==> config.mk <==
export PLATFORM = sky130hd
export DESIGN_NAME = bounded_positional_list_unit_flat
export DESIGN_NICKNAME = d
export VERILOG_FILES = /design/src/hdl/bpl_pkg.sv /design/src/hdl/bpl_in_if.sv /design/src/hdl/bpl_out_if.sv /design/src/hdl/bounded_positional_list_unit.sv /design/src/hdl/bpl_mem.sv /design/src/hdl/bpl_seq.sv /design/src/flat_wrapper.sv
export SDC_FILE = /design/constraint.sdc
export NUM_CORES = 1
export LEC_CHECK = 0
export BUFFER_PORTS_ARGS = -buffer_cell sky130_fd_sc_hd__buf_2
export CORE_MARGIN = 3
export CORE_UTILIZATION = 36
export CTS_BUF_LIST = sky130_fd_sc_hd__clkbuf_4
export DETAILED_ROUTE_END_ITERATION = 8
export GPL_TIMING_DRIVEN = 0
export PLACE_DENSITY = 0.53
export SYNTH_ARGS = -nofsm -noshare
export SYNTH_HDL_FRONTEND = slang
export SYNTH_HIERARCHICAL = 1
export SYNTH_SLANG_ARGS = --single-unit
export TNS_END_PERCENT = 100
==> constraint.sdc <==
create_clock -name clk -period 6.6 [get_ports clk]
set_clock_uncertainty 0.05 [all_clocks]
set_input_delay 1.32 -clock clk [delete_from_list [all_inputs] [get_ports clk]]
set_output_delay 1.32 -clock clk [all_outputs]
set_load 0.02 [all_outputs]
==> src/hdl/bpl_pkg.sv <==
package bpl_pkg;

	localparam int OP_W     = 3;
	localparam int VAL_W    = 32;
	localparam int IDX_W    = 5;
	localparam int ST_W     = 2;
	localparam int CNT_W    = 5;
	localparam int DEPTH_DEF = 16;

	localparam logic [OP_W-1:0] OP_PUSH_FRONT = 3'd0;
	localparam logic [OP_W-1:0] OP_PUSH_BACK  = 3'd1;
	localparam logic [OP_W-1:0] OP_INSERT     = 3'd2;
	localparam logic [OP_W-1:0] OP_POP_FRONT  = 3'd3;
	localparam logic [OP_W-1:0] OP_POP_BACK   = 3'd4;
	localparam logic [OP_W-1:0] OP_DELETE     = 3'd5;
	localparam logic [OP_W-1:0] OP_DUMP       = 3'd6;

	localparam logic [ST_W-1:0] ST_OK     = 2'd0;
	localparam logic [ST_W-1:0] ST_FULL   = 2'd1;
	localparam logic [ST_W-1:0] ST_EMPTY  = 2'd2;
	localparam logic [ST_W-1:0] ST_BADIDX = 2'd3;

	typedef struct packed {
		logic [ST_W-1:0]         status;
		logic signed [VAL_W-1:0] elem_value;
		logic [CNT_W-1:0]        count_now;
		logic                    last;
	} res_t;

endpackage

==> src/hdl/bpl_in_if.sv <==
interface bpl_in_if;
	import bpl_pkg::*;

	logic                    valid;
	logic                    ready;
	logic [OP_W-1:0]         op;
	logic signed [VAL_W-1:0] value;
	logic [IDX_W-1:0]        index;

	modport source (output valid, output op, output value, output index, input ready);
	modport sink (input valid, input op, input value, input index, output ready);

endinterface

==> src/hdl/bpl_out_if.sv <==
interface bpl_out_if;
	import bpl_pkg::*;

	logic                    valid;
	logic                    ready;
	logic [ST_W-1:0]         status;
	logic signed [VAL_W-1:0] elem_value;
	logic [CNT_W-1:0]        count_now;
	logic                    last;

	modport source (output valid, output status, output elem_value, output count_now,
		output last, input ready);
	modport sink (input valid, input status, input elem_value, input count_now,
		input last, output ready);

endinterface

==> src/hdl/bounded_positional_list_unit.sv <==
// Ordered list of up to DEPTH signed 32-bit values held in a single-port-write,
// single-port-read element memory with a registered read port. One operation
// is taken per request transaction and the unit works on one at a time. A refused
// operation (full, empty, bad index), a no-op or a dump of an empty list goes
// from S_EXEC to S_RESP, which loads its result into the output register once
// the output stage is free. A push back or pop back moves no entry and a push
// front, insert or delete shifts entries, the shift walking the memory one entry
// a cycle in S_INS or S_DEL; all of these then end in S_RESP. A dump issues one
// memory read a cycle and delivers one element per cycle while the response
// side is ready. A new request is taken as soon as the previous operation has
// handed its last result to the output register, even while that result is
// still waiting to be taken.
module bounded_positional_list_unit #(
	parameter int DEPTH = bpl_pkg::DEPTH_DEF
) (
	input  logic      clk,
	input  logic      arst_n,
	bpl_in_if.sink    req,
	bpl_out_if.source rsp
);
	import bpl_pkg::*;

	localparam int AW = $clog2(DEPTH);
	localparam int CW = $clog2(DEPTH + 1);

	logic                    mem_we, mem_re;
	logic [AW-1:0]           mem_waddr, mem_raddr;
	logic signed [VAL_W-1:0] mem_wdata, mem_rdata;
	logic                    res_ready, res_load;
	res_t                    res, res_q;
	logic                    out_v_q;

	bpl_mem #(
		.DEPTH (DEPTH),
		.AW    (AW)
	) u_mem (
		.clk   (clk),
		.we    (mem_we),
		.waddr (mem_waddr),
		.wdata (mem_wdata),
		.re    (mem_re),
		.raddr (mem_raddr),
		.rdata (mem_rdata)
	);

	bpl_seq #(
		.DEPTH (DEPTH),
		.AW    (AW),
		.CW    (CW)
	) u_seq (
		.clk       (clk),
		.arst_n    (arst_n),
		.req       (req),
		.mem_we    (mem_we),
		.mem_waddr (mem_waddr),
		.mem_wdata (mem_wdata),
		.mem_re    (mem_re),
		.mem_raddr (mem_raddr),
		.mem_rdata (mem_rdata),
		.res_ready (res_ready),
		.res_load  (res_load),
		.res       (res)
	);

	// output stage frees up in the same cycle its transaction completes
	assign res_ready = !out_v_q || rsp.ready;

	always_ff @(posedge clk or negedge arst_n) begin
		if (!arst_n) begin
			out_v_q <= 1'b0;
		end else begin
			out_v_q <= res_load || (out_v_q && !rsp.ready);
		end
	end

	always_ff @(posedge clk) begin
		if (res_load) begin
			res_q <= res;
		end
	end

	assign rsp.valid      = out_v_q;
	assign rsp.status     = res_q.status;
	assign rsp.elem_value = res_q.elem_value;
	assign rsp.count_now  = res_q.count_now;
	assign rsp.last       = res_q.last;

endmodule

==> src/hdl/bpl_mem.sv <==
module bpl_mem #(
	parameter int DEPTH = bpl_pkg::DEPTH_DEF,
	parameter int AW    = $clog2(DEPTH)
) (
	input  logic                             clk,
	input  logic                             we,
	input  logic [AW-1:0]                    waddr,
	input  logic signed [bpl_pkg::VAL_W-1:0] wdata,
	input  logic                             re,
	input  logic [AW-1:0]                    raddr,
	output logic signed [bpl_pkg::VAL_W-1:0] rdata
);
	import bpl_pkg::*;

	logic signed [VAL_W-1:0] mem [DEPTH];

	always_ff @(posedge clk) begin
		if (we) begin
			mem[waddr] <= wdata;
		end
	end

	// read data holds until the next read
	always_ff @(posedge clk) begin
		if (re) begin
			rdata <= mem[raddr];
		end
	end

endmodule

==> src/hdl/bpl_seq.sv <==
module bpl_seq #(
	parameter int DEPTH = bpl_pkg::DEPTH_DEF,
	parameter int AW    = $clog2(DEPTH),
	parameter int CW    = $clog2(DEPTH + 1)
) (
	input  logic                             clk,
	input  logic                             arst_n,
	bpl_in_if.sink                           req,
	output logic                             mem_we,
	output logic [AW-1:0]                    mem_waddr,
	output logic signed [bpl_pkg::VAL_W-1:0] mem_wdata,
	output logic                             mem_re,
	output logic [AW-1:0]                    mem_raddr,
	input  logic signed [bpl_pkg::VAL_W-1:0] mem_rdata,
	input  logic                             res_ready,
	output logic                             res_load,
	output bpl_pkg::res_t                    res
);
	import bpl_pkg::*;

	localparam int XW = (CW > IDX_W) ? CW : IDX_W;

	localparam logic [2:0] S_IDLE = 3'd0;
	localparam logic [2:0] S_EXEC = 3'd1;
	localparam logic [2:0] S_INS  = 3'd2;
	localparam logic [2:0] S_DEL  = 3'd3;
	localparam logic [2:0] S_DUMP = 3'd4;
	localparam logic [2:0] S_RESP = 3'd5;

	logic [2:0]              state_q, state_d;
	logic [CW-1:0]           cnt_q, cnt_d;
	logic [CW-1:0]           ptr_q, ptr_d;
	logic [CW-1:0]           pos_q, pos_d;
	logic [CW-1:0]           dptr_q, dptr_d;
	logic [ST_W-1:0]         stat_q, stat_d;
	logic                    wpend_v_q, wpend_v_d;
	logic [AW-1:0]           wpend_a_q, wpend_a_d;
	logic                    dval_q, dval_d;
	logic [OP_W-1:0]         op_q;
	logic signed [VAL_W-1:0] val_q;
	logic [IDX_W-1:0]        idx_q;

	logic [XW-1:0] cnt_x, pos_x;
	logic          full, empty;

	assign req.ready = (state_q == S_IDLE);

	assign cnt_x = XW'(cnt_q);
	assign full  = (cnt_q == CW'(DEPTH));
	assign empty = (cnt_q == '0);

	// position the operation works on
	always_comb begin
		case (op_q) inside
			OP_PUSH_BACK:         pos_x = cnt_x;
			OP_INSERT, OP_DELETE: pos_x = XW'(idx_q);
			OP_POP_BACK:          pos_x = XW'(cnt_x - 1'b1);
			default:              pos_x = '0;
		endcase
	end

	always_ff @(posedge clk) begin
		if (req.valid && req.ready) begin
			op_q  <= req.op;
			val_q <= req.value;
			idx_q <= req.index;
		end
	end

	always_comb begin
		state_d   = state_q;
		cnt_d     = cnt_q;
		ptr_d     = ptr_q;
		pos_d     = pos_q;
		dptr_d    = dptr_q;
		stat_d    = stat_q;
		wpend_v_d = 1'b0;
		wpend_a_d = wpend_a_q;
		dval_d    = dval_q;
		mem_we    = 1'b0;
		mem_waddr = wpend_a_q;
		mem_wdata = mem_rdata;
		mem_re    = 1'b0;
		mem_raddr = '0;
		res_load  = 1'b0;
		res.status     = stat_q;
		res.elem_value = '0;
		res.count_now  = CNT_W'(cnt_q);
		res.last       = 1'b1;

		unique case (state_q)
			S_IDLE: begin
				if (req.valid) begin
					state_d = S_EXEC;
				end
			end
			S_EXEC: begin
				unique case (op_q) inside
					OP_PUSH_FRONT, OP_PUSH_BACK, OP_INSERT: begin
						if (full) begin
							stat_d  = ST_FULL;
							state_d = S_RESP;
						end else if (pos_x > cnt_x) begin
							stat_d  = ST_BADIDX;
							state_d = S_RESP;
						end else begin
							ptr_d   = cnt_q;
							pos_d   = pos_x[CW-1:0];
							state_d = S_INS;
						end
					end
					OP_POP_FRONT, OP_POP_BACK, OP_DELETE: begin
						if (empty) begin
							stat_d  = ST_EMPTY;
							state_d = S_RESP;
						end else if (pos_x >= cnt_x) begin
							stat_d  = ST_BADIDX;
							state_d = S_RESP;
						end else begin
							ptr_d   = pos_x[CW-1:0];
							state_d = S_DEL;
						end
					end
					OP_DUMP: begin
						if (empty) begin
							stat_d  = ST_EMPTY;
							state_d = S_RESP;
						end else begin
							ptr_d   = '0;
							dval_d  = 1'b0;
							state_d = S_DUMP;
						end
					end
					default: begin
						stat_d  = ST_OK;
						state_d = S_RESP;
					end
				endcase
			end
			S_INS: begin
				// write back the entry read last cycle, one place further back
				if (wpend_v_q) begin
					mem_we = 1'b1;
				end
				if (ptr_q > pos_q) begin
					mem_re    = 1'b1;
					mem_raddr = AW'(ptr_q - 1'b1);
					wpend_v_d = 1'b1;
					wpend_a_d = ptr_q[AW-1:0];
					ptr_d     = CW'(ptr_q - 1'b1);
				end else if (!wpend_v_q) begin
					mem_we    = 1'b1;
					mem_waddr = pos_q[AW-1:0];
					mem_wdata = val_q;
					cnt_d     = CW'(cnt_q + 1'b1);
					stat_d    = ST_OK;
					state_d   = S_RESP;
				end
			end
			S_DEL: begin
				// write back the entry read last cycle, one place further forward
				if (wpend_v_q) begin
					mem_we = 1'b1;
				end
				if (CW'(ptr_q + 1'b1) < cnt_q) begin
					mem_re    = 1'b1;
					mem_raddr = AW'(ptr_q + 1'b1);
					wpend_v_d = 1'b1;
					wpend_a_d = ptr_q[AW-1:0];
					ptr_d     = CW'(ptr_q + 1'b1);
				end else if (!wpend_v_q) begin
					cnt_d   = CW'(cnt_q - 1'b1);
					stat_d  = ST_OK;
					state_d = S_RESP;
				end
			end
			S_DUMP: begin
				if (dval_q && res_ready) begin
					res_load       = 1'b1;
					res.status     = ST_OK;
					res.elem_value = mem_rdata;
					res.last       = (dptr_q == CW'(cnt_q - 1'b1));
					dval_d         = 1'b0;
				end
				if (!dval_q || res_ready) begin
					if (ptr_q < cnt_q) begin
						mem_re    = 1'b1;
						mem_raddr = ptr_q[AW-1:0];
						dval_d    = 1'b1;
						dptr_d    = ptr_q;
						ptr_d     = CW'(ptr_q + 1'b1);
					end else begin
						state_d = S_IDLE;
					end
				end
			end
			S_RESP: begin
				if (res_ready) begin
					res_load = 1'b1;
					state_d  = S_IDLE;
				end
			end
			default: begin
				state_d = S_IDLE;
			end
		endcase
	end

	always_ff @(posedge clk or negedge arst_n) begin
		if (!arst_n) begin
			state_q   <= S_IDLE;
			cnt_q     <= '0;
			wpend_v_q <= 1'b0;
			dval_q    <= 1'b0;
		end else begin
			state_q   <= state_d;
			cnt_q     <= cnt_d;
			wpend_v_q <= wpend_v_d;
			dval_q    <= dval_d;
		end
	end

	always_ff @(posedge clk) begin
		ptr_q     <= ptr_d;
		pos_q     <= pos_d;
		dptr_q    <= dptr_d;
		stat_q    <= stat_d;
		wpend_a_q <= wpend_a_d;
	end

	a_cnt_bound: assert property (@(posedge clk) disable iff (!arst_n)
		cnt_q <= CW'(DEPTH))
		else $error("element count above depth");

	a_cnt_change: assert property (@(posedge clk) disable iff (!arst_n)
		(cnt_q != $past(cnt_q)) |-> (state_q == S_RESP))
		else $error("count changed outside a status result");

	a_load_ready: assert property (@(posedge clk) disable iff (!arst_n)
		res_load |-> res_ready)
		else $error("result loaded into a full output stage");

	a_accept_exec: assert property (@(posedge clk) disable iff (!arst_n)
		(req.valid && req.ready) |=> (state_q == S_EXEC))
		else $error("accepted transaction not decoded");

endmodule

==> src/flat_wrapper.sv <==
// flat-port wrapper written by rule: the top's interface ports become plain ports
module bounded_positional_list_unit_flat import bpl_pkg::*;
#(
	parameter int DEPTH = bpl_pkg::DEPTH_DEF
)
  (clk, arst_n, req_valid, req_op, req_value, req_index, req_ready, rsp_valid, rsp_status, rsp_elem_value, rsp_count_now, rsp_last, rsp_ready);
  bpl_in_if req_i ();
  bpl_out_if rsp_i ();
  input  logic clk;
  input  logic arst_n;
  input wire logic [$bits(req_i.valid)-1:0] req_valid;
  input wire logic [$bits(req_i.op)-1:0] req_op;
  input wire logic [$bits(req_i.value)-1:0] req_value;
  input wire logic [$bits(req_i.index)-1:0] req_index;
  output wire logic [$bits(req_i.ready)-1:0] req_ready;
  output wire logic [$bits(rsp_i.valid)-1:0] rsp_valid;
  output wire logic [$bits(rsp_i.status)-1:0] rsp_status;
  output wire logic [$bits(rsp_i.elem_value)-1:0] rsp_elem_value;
  output wire logic [$bits(rsp_i.count_now)-1:0] rsp_count_now;
  output wire logic [$bits(rsp_i.last)-1:0] rsp_last;
  input wire logic [$bits(rsp_i.ready)-1:0] rsp_ready;
  assign req_i.valid = req_valid;
  assign req_i.op = req_op;
  assign req_i.value = req_value;
  assign req_i.index = req_index;
  assign req_ready = req_i.ready;
  assign rsp_valid = rsp_i.valid;
  assign rsp_status = rsp_i.status;
  assign rsp_elem_value = rsp_i.elem_value;
  assign rsp_count_now = rsp_i.count_now;
  assign rsp_last = rsp_i.last;
  assign rsp_i.ready = rsp_ready;
  bounded_positional_list_unit #(.DEPTH(DEPTH)) u_core (.clk(clk), .arst_n(arst_n), .req(req_i), .rsp(rsp_i));
endmodule
==> results.toml, run 1 <==
[sta]
fin_crit_ns = 5.41
hold_violations = 0
slew_headroom = 0.290
holdWs_ns = 0.165
setup_tns_ns = 0
tightestPinTransition_ns = 1.06
worst_slack_ns = 1.19
slew_viol_final = 0
setup_viol = 0
fin_crit_sh = 0.819
fmax_ghz = 0.185
rsz0062_at_grt = "no"

[yosys]
synthArstFlopShare = 0.0168
synthCells = 1325
synth-edff-count = 645
synth_top_area_frac = 0.744
ys.flop_type = "edfxtp_1"
synthDistinctLibCells = 66
synth_nets = 1392
yosys_warnings = 6
syn_avg_cell_area_um2 = 19.6
yosysTopAreaCell = "edfxtp_1"
syn_area_um2 = 26000
synth.ff_latch_count = 656
ys_seq_area_frac = 0.755
synthTopCellsByArea = "edfxtp_1 (74%), mux4_2 (11%), a22oi_1 (2.0%)"

[floorplanning]
die-height_um = 275
core.rowCount = 97
start_util = 0.367
dieArea_um2 = 75600
die_w_um = 275
io_pins = 86
coreArea_um2 = 70900

[power]
p_leak_nw = 10.0
power.switching_mw = 4.41
p_seq_frac = 0.443
p_int_mw = 8.89
pwr_density_cell_nw_per_um2 = 437
clockPowerShare = 0.257
ir_drop_mv = 0.219
power_frac_comb = 0.300
swShare = 0.332
totalPowerFinal_mw = 13.3

[clock_tree]
clock-root-buffer = "clkbuf_4"
insertion_delay_ns = 0.97
htree_levels = 4
postCtsSetupRepairBufs = 0
cts_buffers = 174
clk_pin_slew_ns = 0.07
clock_sinks = 656
ctsLongestPathBuffers = 3
cts_resized = 0
cts_tree = "built"
hold_buffers = 0

[setup_path]
reg2reg_slack_ns = 1.19
crit_type = "reg -> reg"
slowest_stage = "a211oi_1"
start_kind = "register"
critPathMaxStageDelay_ns = 0.89
crit_required_ns = 7.09
crit_chain = "buf_4 > inv_1 > ha_1 > nor3b_1 > xnor2_1 > nor2_1 > a21oi_1 > o21ai_0 > ha_1 > a21oi_1 > o221ai_1 > o31ai_1 > nand2_1 > a211oi_1"
crit_arrival_ns = 5.90
cp-end-kind = "register"
worstPathMaxFanout = 9

[global_route]
grt_pass1_wl_mm = 94.3
grt_usage = 0.173
grt_overflow = 0
grt_max_degree = 29
antenna_found_initial = 3
grt_pass1_vias = 14800

[placement]
postPlaceCellArea_um2 = 28300
dp_slack_ns = 1.18
gp_congestion = 0.851
port_buffers = 85
dp_hpwl_mm = 40.2
dp_cells = 2381

[detailed_routing]
vias = 14000
drt_first_pass_iters = 5
wl_mm = 64.3
drtAntennaViolNets = 0
wl_per_cell_um = 24.0
drt_iter0_markers = 1042
viasPerCell = 5.21
drc = 0

[layout]
n_fill_cell = 6349
stdcell_count = 2682
syn_to_final_growth_pct = 16.8
finalNetCount = 1684
drive_gt1_frac = 0.333
finish.utilization = 0.429
fin_area_um2 = 30400

[job]
cap_violations = 0

[worst_hold_path]
hold_path_class = "in -> async"

[outcome]
status = "completed"
[worst max-delay path, delay by kind of cell (launching register included)]
family                   cells  cell delay [ns]
AO/OA/AOI/OAI                6             2.26
AND/OR/NAND/NOR              3             0.85
adder cells (fa/ha/maj)      2             0.67
flip-flops                   1             0.46
buffers and inverters        2             0.42
XOR/XNOR                     1             0.25
[power groups by stage]
stage	clock, mW	sequential, mW	combinational [mW]
after floorplan	0	5.98	2.57
after global placement	0	6.00	3.89
after detailed placement	0	5.98	4.06
after CTS	3.56	5.89	4.07
after global routing	3.78	5.93	4.37
final	3.42	5.89	3.99
[worst paths after layout]
check / from / endpoint / cells past startpoint
max: u_core/u_seq/cnt_q[0]$_DFFE_PN0P_ / u_core/u_seq/ptr_q[3]$_DFFE_PP_ / 14
min reg2reg: u_core/u_seq/cnt_q[2]$_DFFE_PN0P_ / u_core/rsp.count_now[2]$_DFFE_PP_ / 0
min: arst_n / u_core/u_seq/cnt_q[4]$_DFFE_PN0P_ / 1
max reg2reg: u_core/u_seq/cnt_q[0]$_DFFE_PN0P_ / u_core/u_seq/ptr_q[3]$_DFFE_PP_ / 14
min in group clk: u_core/u_seq/cnt_q[2]$_DFFE_PN0P_ / u_core/rsp.count_now[2]$_DFFE_PP_ / 0
max in group asynchronous: arst_n / u_core/u_seq/cnt_q[1]$_DFFE_PN0P_ / 1
[layout by cell type (no fill, tap or decap), types with 5 or more instances in the layout]
master,netlist,routed
nand2b_1,13,13
nand4_1,6,6
mux4_2,128,128
buf_6,0,11
buf_2,13,98
nor2b_1,6,6
o211ai_1,5,5
nand2_1,63,63
buf_1,13,13
nor2_4,1,13
buf_8,0,5
a22oi_1,69,69
clkinv_4,0,5
buf_4,14,14
inv_1,19,19
a21oi_1,21,21
mux2_1,32,32
clkinv_1,0,25
o21ai_0,23,23
nand3_1,9,9
ha_1,23,23
nor3_1,15,11
buf_12,0,12
inv_2,0,7
and2_1,35,34
nor2_1,39,27
edfxtp_1,645,645
clkbuf_1,29,29
xnor2_1,12,12
clkbuf_4,0,260
xor2_1,7,7
dfrtp_1,11,11
a31oi_1,5,5
[state kept, by name, indices dropped and copies added (netlist names), 3 cells and up]
| register | flops |
|---|---|
| u_core/u_seq/ptr_q | 5 |
| u_core/u_mem/rdata | 32 |
| u_core/u_seq/wpend_a_q | 4 |
| u_core/u_seq/state_q | 3 |
| u_core/u_seq/cnt_q | 5 |
| u_core/u_seq/dptr_q | 5 |
| u_core/u_mem/mem | 512 |
| u_core/rsp.elem_value | 32 |
| u_core/u_seq/pos_q | 5 |
| u_core/u_seq/op_q | 3 |
| u_core/u_seq/val_q | 32 |
| u_core/u_seq/idx_q | 5 |
| u_core/rsp.count_now | 5 |
[cell type report]
cell class	count	area [um^2]	share of cell area
sequential	656	19600	0.646
antenna	1	2.50	0.0000823
tap	940	1180	0.0387
timing repair buffer	116	947	0.0312
clock inverter	40	185	0.00609
clock buffer	260	1950	0.0642
buffer	69	328	0.0108
inverter	19	71.3	0.00235
multi-input combinational	581	6090	0.200
[synthesized netlist by cell type (5+ instances only)]
cell,n
edfxtp_1,645
mux4_2,128
a22oi_1,69
nand2_1,63
nor2_1,39
and2_1,35
mux2_1,32
clkbuf_1,29
ha_1,23
o21ai_0,23
a21oi_1,21
inv_1,19
nor3_1,15
buf_4,14
buf_1,13
buf_2,13
nand2b_1,13
xnor2_1,12
dfrtp_1,11
nand3_1,9
xor2_1,7
nand4_1,6
nor2b_1,6
a31oi_1,5
o211ai_1,5
[per-layer routing]
layer | track usage | vias to the layer above | share of wire
met5 | 0 | - | 0
met4 | 0.0605 | 0 | 0.020
met3 | 0.0459 | 80 | 0.065
met2 | 0.275 | 478 | 0.49
met1 | 0.231 | 7282 | 0.43
li1 | - | 6120 | -
[kinds of logic (layout without fill, tap and decap cells)]
kind of cell / count (synthesis) / in the layout / share of synthesized area
flip-flops: 656 / 656 / 0.755
AND/OR/NAND/NOR: 211 / 211 / 0.0416
multiplexers: 167 / 167 / 0.128
AO/OA/AOI/OAI: 160 / 160 / 0.0428
buffers and inverters: 88 / 504 / 0.0153
adder cells (fa/ha/maj): 24 / 24 / 0.0114
XOR/XNOR: 19 / 19 / 0.00639
other: 0 / 1 / 0
No activity file was read; power rests on OpenSTA's default activity.
==> run 2: changes to the inputs <==
ABC_AREA = 1   (was not set)
PLACE_DENSITY = 0.55   (was 0.53)
clock period = 4.5 ns   (was 6.6 ns; I/O delays follow)
==> results.toml, run 2 <==
[sta]
hold_violations = 0
rsz0062_at_grt = "no"
slew_headroom = 0.103
slew_viol_final = 0
setup_viol = 0
fin_crit_ns = 4.26
tightestPinTransition_ns = 1.35
fmax_ghz = 0.235
fin_crit_sh = 0.946

[yosys]
ys_seq_area_frac = 0.682
synth.ff_latch_count = 656
synthDistinctLibCells = 36
yosys_warnings = 6
syn_avg_cell_area_um2 = 10.6
synthTopCellsByCount = "nand2_1 (799), edfxtp_1 (645), inv_1 (470)"
synth-edff-count = 645
synth.most_common_cell = "nand2_1"
ys.flop_type = "edfxtp_1"
synthArstFlopShare = 0.0168
synthTopCellsByArea = "edfxtp_1 (67%), nand2_1 (10%), nand3_1 (7.3%)"
synth_top_area_frac = 0.673
syn_area_um2 = 28800
yosysTopAreaCell = "edfxtp_1"
synthCells = 2721
synth_nets = 2788

[layout]
finish.utilization = 0.426
largest_register_ffs = 512
mostFrequentLayoutCells = "nand2_1 (798), edfxtp_1 (645), inv_1 (470)"
final_common_cell = "nand2_1"
finalNetCount = 3111
syn_to_final_growth_pct = 17.1
drive_gt1_frac = 0.163
n_fill_cell = 7557
largest-register = "u_core/u_mem/mem"
multi_input_area_um2 = 6700
stdcell_count = 4212
seqCellArea_um2 = 19600
fin_area_um2 = 33700

[power]
pwr_density_cell_nw_per_um2 = 603
ir_drop_mv = 0.359
totalPowerFinal_mw = 20.3
p_leak_nw = 14.4

[detailed_routing]
vias = 20400
viasPerCell = 4.85
wl_per_cell_um = 19.8
drt_iter0_markers = 1613
drc = 0
drt_first_pass_iters = 6
drtAntennaViolNets = 0
wl_mm = 83.2

[floorplanning]
die_w_um = 289
core.rowCount = 103
io_pins = 86
die-height_um = 289
start_util = 0.364
coreArea_um2 = 79100
dieArea_um2 = 83400

[placement]
postPlaceCellArea_um2 = 31100
dp_hpwl_mm = 55.3
dp_cells = 3877
port_buffers = 85
gp_congestion = 0.838

[global_route]
grt_usage = 0.201
grt_use_met3 = 0.0397
met2_usage = 0.325
grt_max_degree = 24
grt_overflow = 0
grt_pass1_vias = 20300
met1_usage = 0.265
busiest_layer = "met2"
antenna_found_initial = 1
grt_pass1_wl_mm = 123

[setup_path]
cp-end-kind = "register"
critical_path_depth = 15
reg2reg_slack_ns = 0.24
crit_buf_inv = 5
path_common_cell = "nand2_1"
crit_required_ns = 5.19
critPathMaxStageDelay_ns = 0.62
crit_arrival_ns = 4.95
reg2regPathDepth = 15
critPathTopFamily = "buffers and inverters"
start_kind = "register"
crit_type = "reg -> reg"
worstPathMaxFanout = 10
crit_chain = "clkbuf_1 > xor2_1 > ha_1 > nand2_1 > inv_1 > o21ai_0 > nand4_2 > inv_1 > nand2_1 > o211ai_1 > buf_2 > buf_1 > nand3_1 > nand3_1 > nand2_1"
slowest_stage = "buf_1"

[clock_tree]
clock_sinks = 656
cts_buffers = 172
cts_tree = "built"
postCtsSetupRepairBufs = 0
clock-root-buffer = "clkbuf_4"
insertion_delay_ns = 0.99
clk_pin_slew_ns = 0.06
htree_levels = 4
ctsLongestPathBuffers = 3

[job]
cap_violations = 0

[worst_hold_path]
worstHoldPathCells = 4
hold_path_class = "in -> reg"

[outcome]
status = "completed"
run 2: cell types whose count changed after synthesis, sizes merged, moves of 69 or more:
cell	previous run	this run
nor2	40	115
nand3	9	419
inv	19	479
a22oi	69	0
nand2	64	803
mux4	128	0
run 2: power by group:
part	switching (mW)	total (mW)	internal, mW
clock	2.43	5.18	2.75
sequential	0.198	8.15	7.95
combinational	5.18	7.00	1.82
run 2: logic make-up after synthesis:
logic type / after synthesis / synth area share
simple gates: 1355 / 0.199
xor+xnor: 14 / 0.00426
compound gates: 75 / 0.0139
buf+inv: 598 / 0.0908
flops: 656 / 0.682
fa+ha+maj: 23 / 0.00999
run 2: routing by layer:
layer | wire (um) | up-vias
met3 | 5610 | 145
met5 | 0 | -
met4 | 2670 | 0
met1 | 36000 | 9914
met2 | 38900 | 730
li1 | - | 9629
run 2: cell type report:
cell class                      count  share of cell area
Sequential cell                   656               0.582
Multi-Input combinational cell   1467               0.199
Clock buffer                      255              0.0568
Inverter                          479              0.0534
Tap cell                         1050              0.0389
Timing Repair Buffer              149              0.0381
Buffer                            119              0.0243
Clock inverter                     36             0.00757
Antenna cell                        1           0.0000742
run 2: worst paths after layout:
| path | startpoint | end |
|---|---|---|
| hold reg to reg | u_core/u_seq/cnt_q[2]$_DFFE_PN0P_ | u_core/rsp.count_now[2]$_DFFE_PP_ |
| setup reg to reg | u_core/u_seq/ptr_q[2]$_DFFE_PP_ | u_core/u_mem/rdata[24]$_DFFE_PP_ |
| min in group asynchronous | arst_n | u_core/u_seq/cnt_q[3]$_DFFE_PN0P_ |
| setup / recovery | u_core/u_seq/ptr_q[2]$_DFFE_PP_ | u_core/u_mem/rdata[24]$_DFFE_PP_ |
| max in group asynchronous | arst_n | u_core/u_seq/state_q[2]$_DFFE_PN0P_ |
| hold / removal | rsp_ready | u_core/rsp.valid$_DFF_PN0_ |
run 2: repair_timing:
action                     4_1_cts  5_1_grt
hold endpoints to repair        51        0
hold buffers                    41        0
setup endpoints to repair        0       31
resized for setup                0       12
run 2: tightest hold or removal path, stage by stage:
cell     delay, ns
buf_2         0.07
inv_1         0.04
nand2_2       0.09
nand2_2       0.05
run 2: metrics by stage:
stage                     hold slack, ns  TNS (ns)  setup slack, ns
after detailed placement           0.388         0            0.120
final                              0.167         0            0.245
after CTS                         0.0272         0           0.0992
after global routing               0.103         0           0.0319
after floorplan                    0.370         0            0.793
after global placement             0.380   -792.87            -1.62
==> run 3: changes to the inputs <==
CORE_UTILIZATION = 50   (was 36)
PLACE_DENSITY = 0.71   (was 0.55)
==> results.toml, run 3 (synthesized netlist as in run 2, its figures left out) <==
[outcome]
status = "completed"

[power]
p_leak_nw = 14.3
pwr_density_cell_nw_per_um2 = 597
p_int_mw = 12.3
power_frac_comb = 0.344
swShare = 0.381
power.switching_mw = 7.58
p_seq_frac = 0.410
clockPowerShare = 0.247
ir_drop_mv = 0.313

[sta]
fin_crit_sh = 0.983
tightestPinTransition_ns = 1.23
slew_headroom = 0.178
hold_violations = 0
slew_viol_final = 0
rsz0062_at_grt = "no"
fmax_ghz = 0.226
setup_viol = 0
fin_crit_ns = 4.43

[detailed_routing]
drt_first_pass_iters = 7
vias = 21000
drt_iter0_markers = 2212
wl_mm = 78.3
viasPerCell = 5.36
drc = 0
drtAntennaViolNets = 0
wl_per_cell_um = 20.0

[placement]
port_buffers = 85
gp_congestion = 0.877
dp_hpwl_mm = 52.0
dp_cells = 3583
postPlaceCellArea_um2 = 30800

[clock_tree]
ctsLongestPathBuffers = 3
clk_pin_slew_ns = 0.06
clock_sinks = 656
cts_buffers = 166
clock-root-buffer = "clkbuf_4"
htree_levels = 4
postCtsSetupRepairBufs = 0
insertion_delay_ns = 1.01
cts_tree = "built"

[floorplanning]
dieArea_um2 = 60500
die_w_um = 246
io_pins = 86
coreArea_um2 = 56700
core.rowCount = 87
die-height_um = 246
start_util = 0.508

[setup_path]
cp-end-kind = "register"
crit_required_ns = 5.16
crit_buf_inv = 5
critPathMaxStageDelay_ns = 0.74
crit_chain = "clkbuf_1 > xor2_1 > ha_1 > nand2_1 > inv_1 > o21ai_0 > nand4_2 > inv_1 > nand2_1 > o211ai_1 > buf_2 > buf_1 > nand3_1 > nand3_1 > nand2_1"
slowest_stage = "buf_1"
crit_arrival_ns = 5.08
crit_type = "reg -> reg"
worstPathMaxFanout = 10
start_kind = "register"
critPathTopFamily = "buffers and inverters"
path_common_cell = "nand2_1"

[layout]
drive_gt1_frac = 0.154
mostFrequentLayoutCells = "nand2_1 (798), edfxtp_1 (645), inv_1 (470)"
n_fill_cell = 4571
syn_to_final_growth_pct = 15.5
largest_register_ffs = 512
largest-register = "u_core/u_mem/mem"
stdcell_count = 3915
final_common_cell = "nand2_1"
finalNetCount = 3103
fin_area_um2 = 33300

[global_route]
grt_pass1_vias = 20300
antenna_found_initial = 2
grt_max_degree = 27
grt_usage = 0.260
grt_overflow = 0
grt_pass1_wl_mm = 116

[job]
cap_violations = 0

[worst_hold_path]
hold_path_class = "in -> reg"
run 3: worst reg2reg max path, stage by stage (launching register included):
cell and delay, ns:
edfxtp_1 0.51, clkbuf_1 0.34, xor2_1 0.29, ha_1 0.30
nand2_1 0.08, inv_1 0.04, o21ai_0 0.29, nand4_2 0.26
inv_1 0.20, nand2_1 0.07, o211ai_1 0.16, buf_2 0.42
buf_1 0.74, nand3_1 0.21, nand3_1 0.13, nand2_1 0.09
run 3: final cells by class:
cell class | count | area, um^2 | area share
inverters | 479 | 1800 | 0.0541
multi-input cells | 1467 | 6680 | 0.201
plain buffers | 119 | 815 | 0.0245
repair buffers | 147 | 1310 | 0.0395
well taps | 756 | 946 | 0.0284
clock buffers | 232 | 1740 | 0.0523
flip-flops and latches | 656 | 19600 | 0.590
clock inverters | 56 | 323 | 0.00970
diodes | 3 | 7.51 | 0.000226
run 3: stage by stage:
stage	setup WS (ns)	hold WS, ns	TNS (ns)	power [mW]	utilization
2_1_floorplan	0.793	0.370	0	12.3	-
4_1_cts	0.0762	0.0243	0	19.9	0.587
3_3_place_gp	-1.20	0.377	-617.38	14.7	0.532
5_1_grt	0.0119	0.0731	0	20.9	0.587
6_report	0.0748	0.144	0	19.9	0.587
3_5_place_dp	0.0556	0.389	0	15.0	0.543
run 3: per-layer routing:
metal  global-route usage  share of wire  up-vias
li1                     -              -     9616
met1                0.343           0.39     9967
met2                0.414           0.47     1168
met3               0.0551           0.10      243
met4                0.127          0.040        0
met5                    0              0        -
run 3: final timing paths:
path	start	to	slack, ns	cells past startpoint
max	u_core/u_seq/ptr_q[2]$_DFFE_PP_	u_core/u_mem/rdata[26]$_DFFE_PP_	0.07	15
min	rsp_ready	u_core/rsp.valid$_DFF_PN0_	0.14	4
max reg2reg	u_core/u_seq/ptr_q[2]$_DFFE_PP_	u_core/u_mem/rdata[26]$_DFFE_PP_	0.07	15
min reg2reg	u_core/u_seq/cnt_q[2]$_DFFE_PN0P_	u_core/rsp.count_now[2]$_DFFE_PP_	0.40	0
max in group asynchronous	arst_n	u_core/u_seq/cnt_q[0]$_DFFE_PN0P_	3.87	2
min in group asynchronous	arst_n	u_core/u_seq/state_q[1]$_DFFE_PN0P_	0.28	2
run 3: repair_timing:
item                       4_1_cts  5_1_grt
gates resized for setup          0        2
setup endpoints to repair        0       18
hold endpoints to repair        51        0
hold buffers                    41        0
run 3: power by group through the flow:
stage / Combinational (mW) / Sequential [mW] / Clock (mW)
finish: 6.83 / 8.15 / 4.90
global route: 7.37 / 8.19 / 5.35
CTS: 6.73 / 8.15 / 5.03
detailed placement: 6.67 / 8.28 / 0
global placement: 6.36 / 8.31 / 0
floorplan: 3.95 / 8.35 / 0
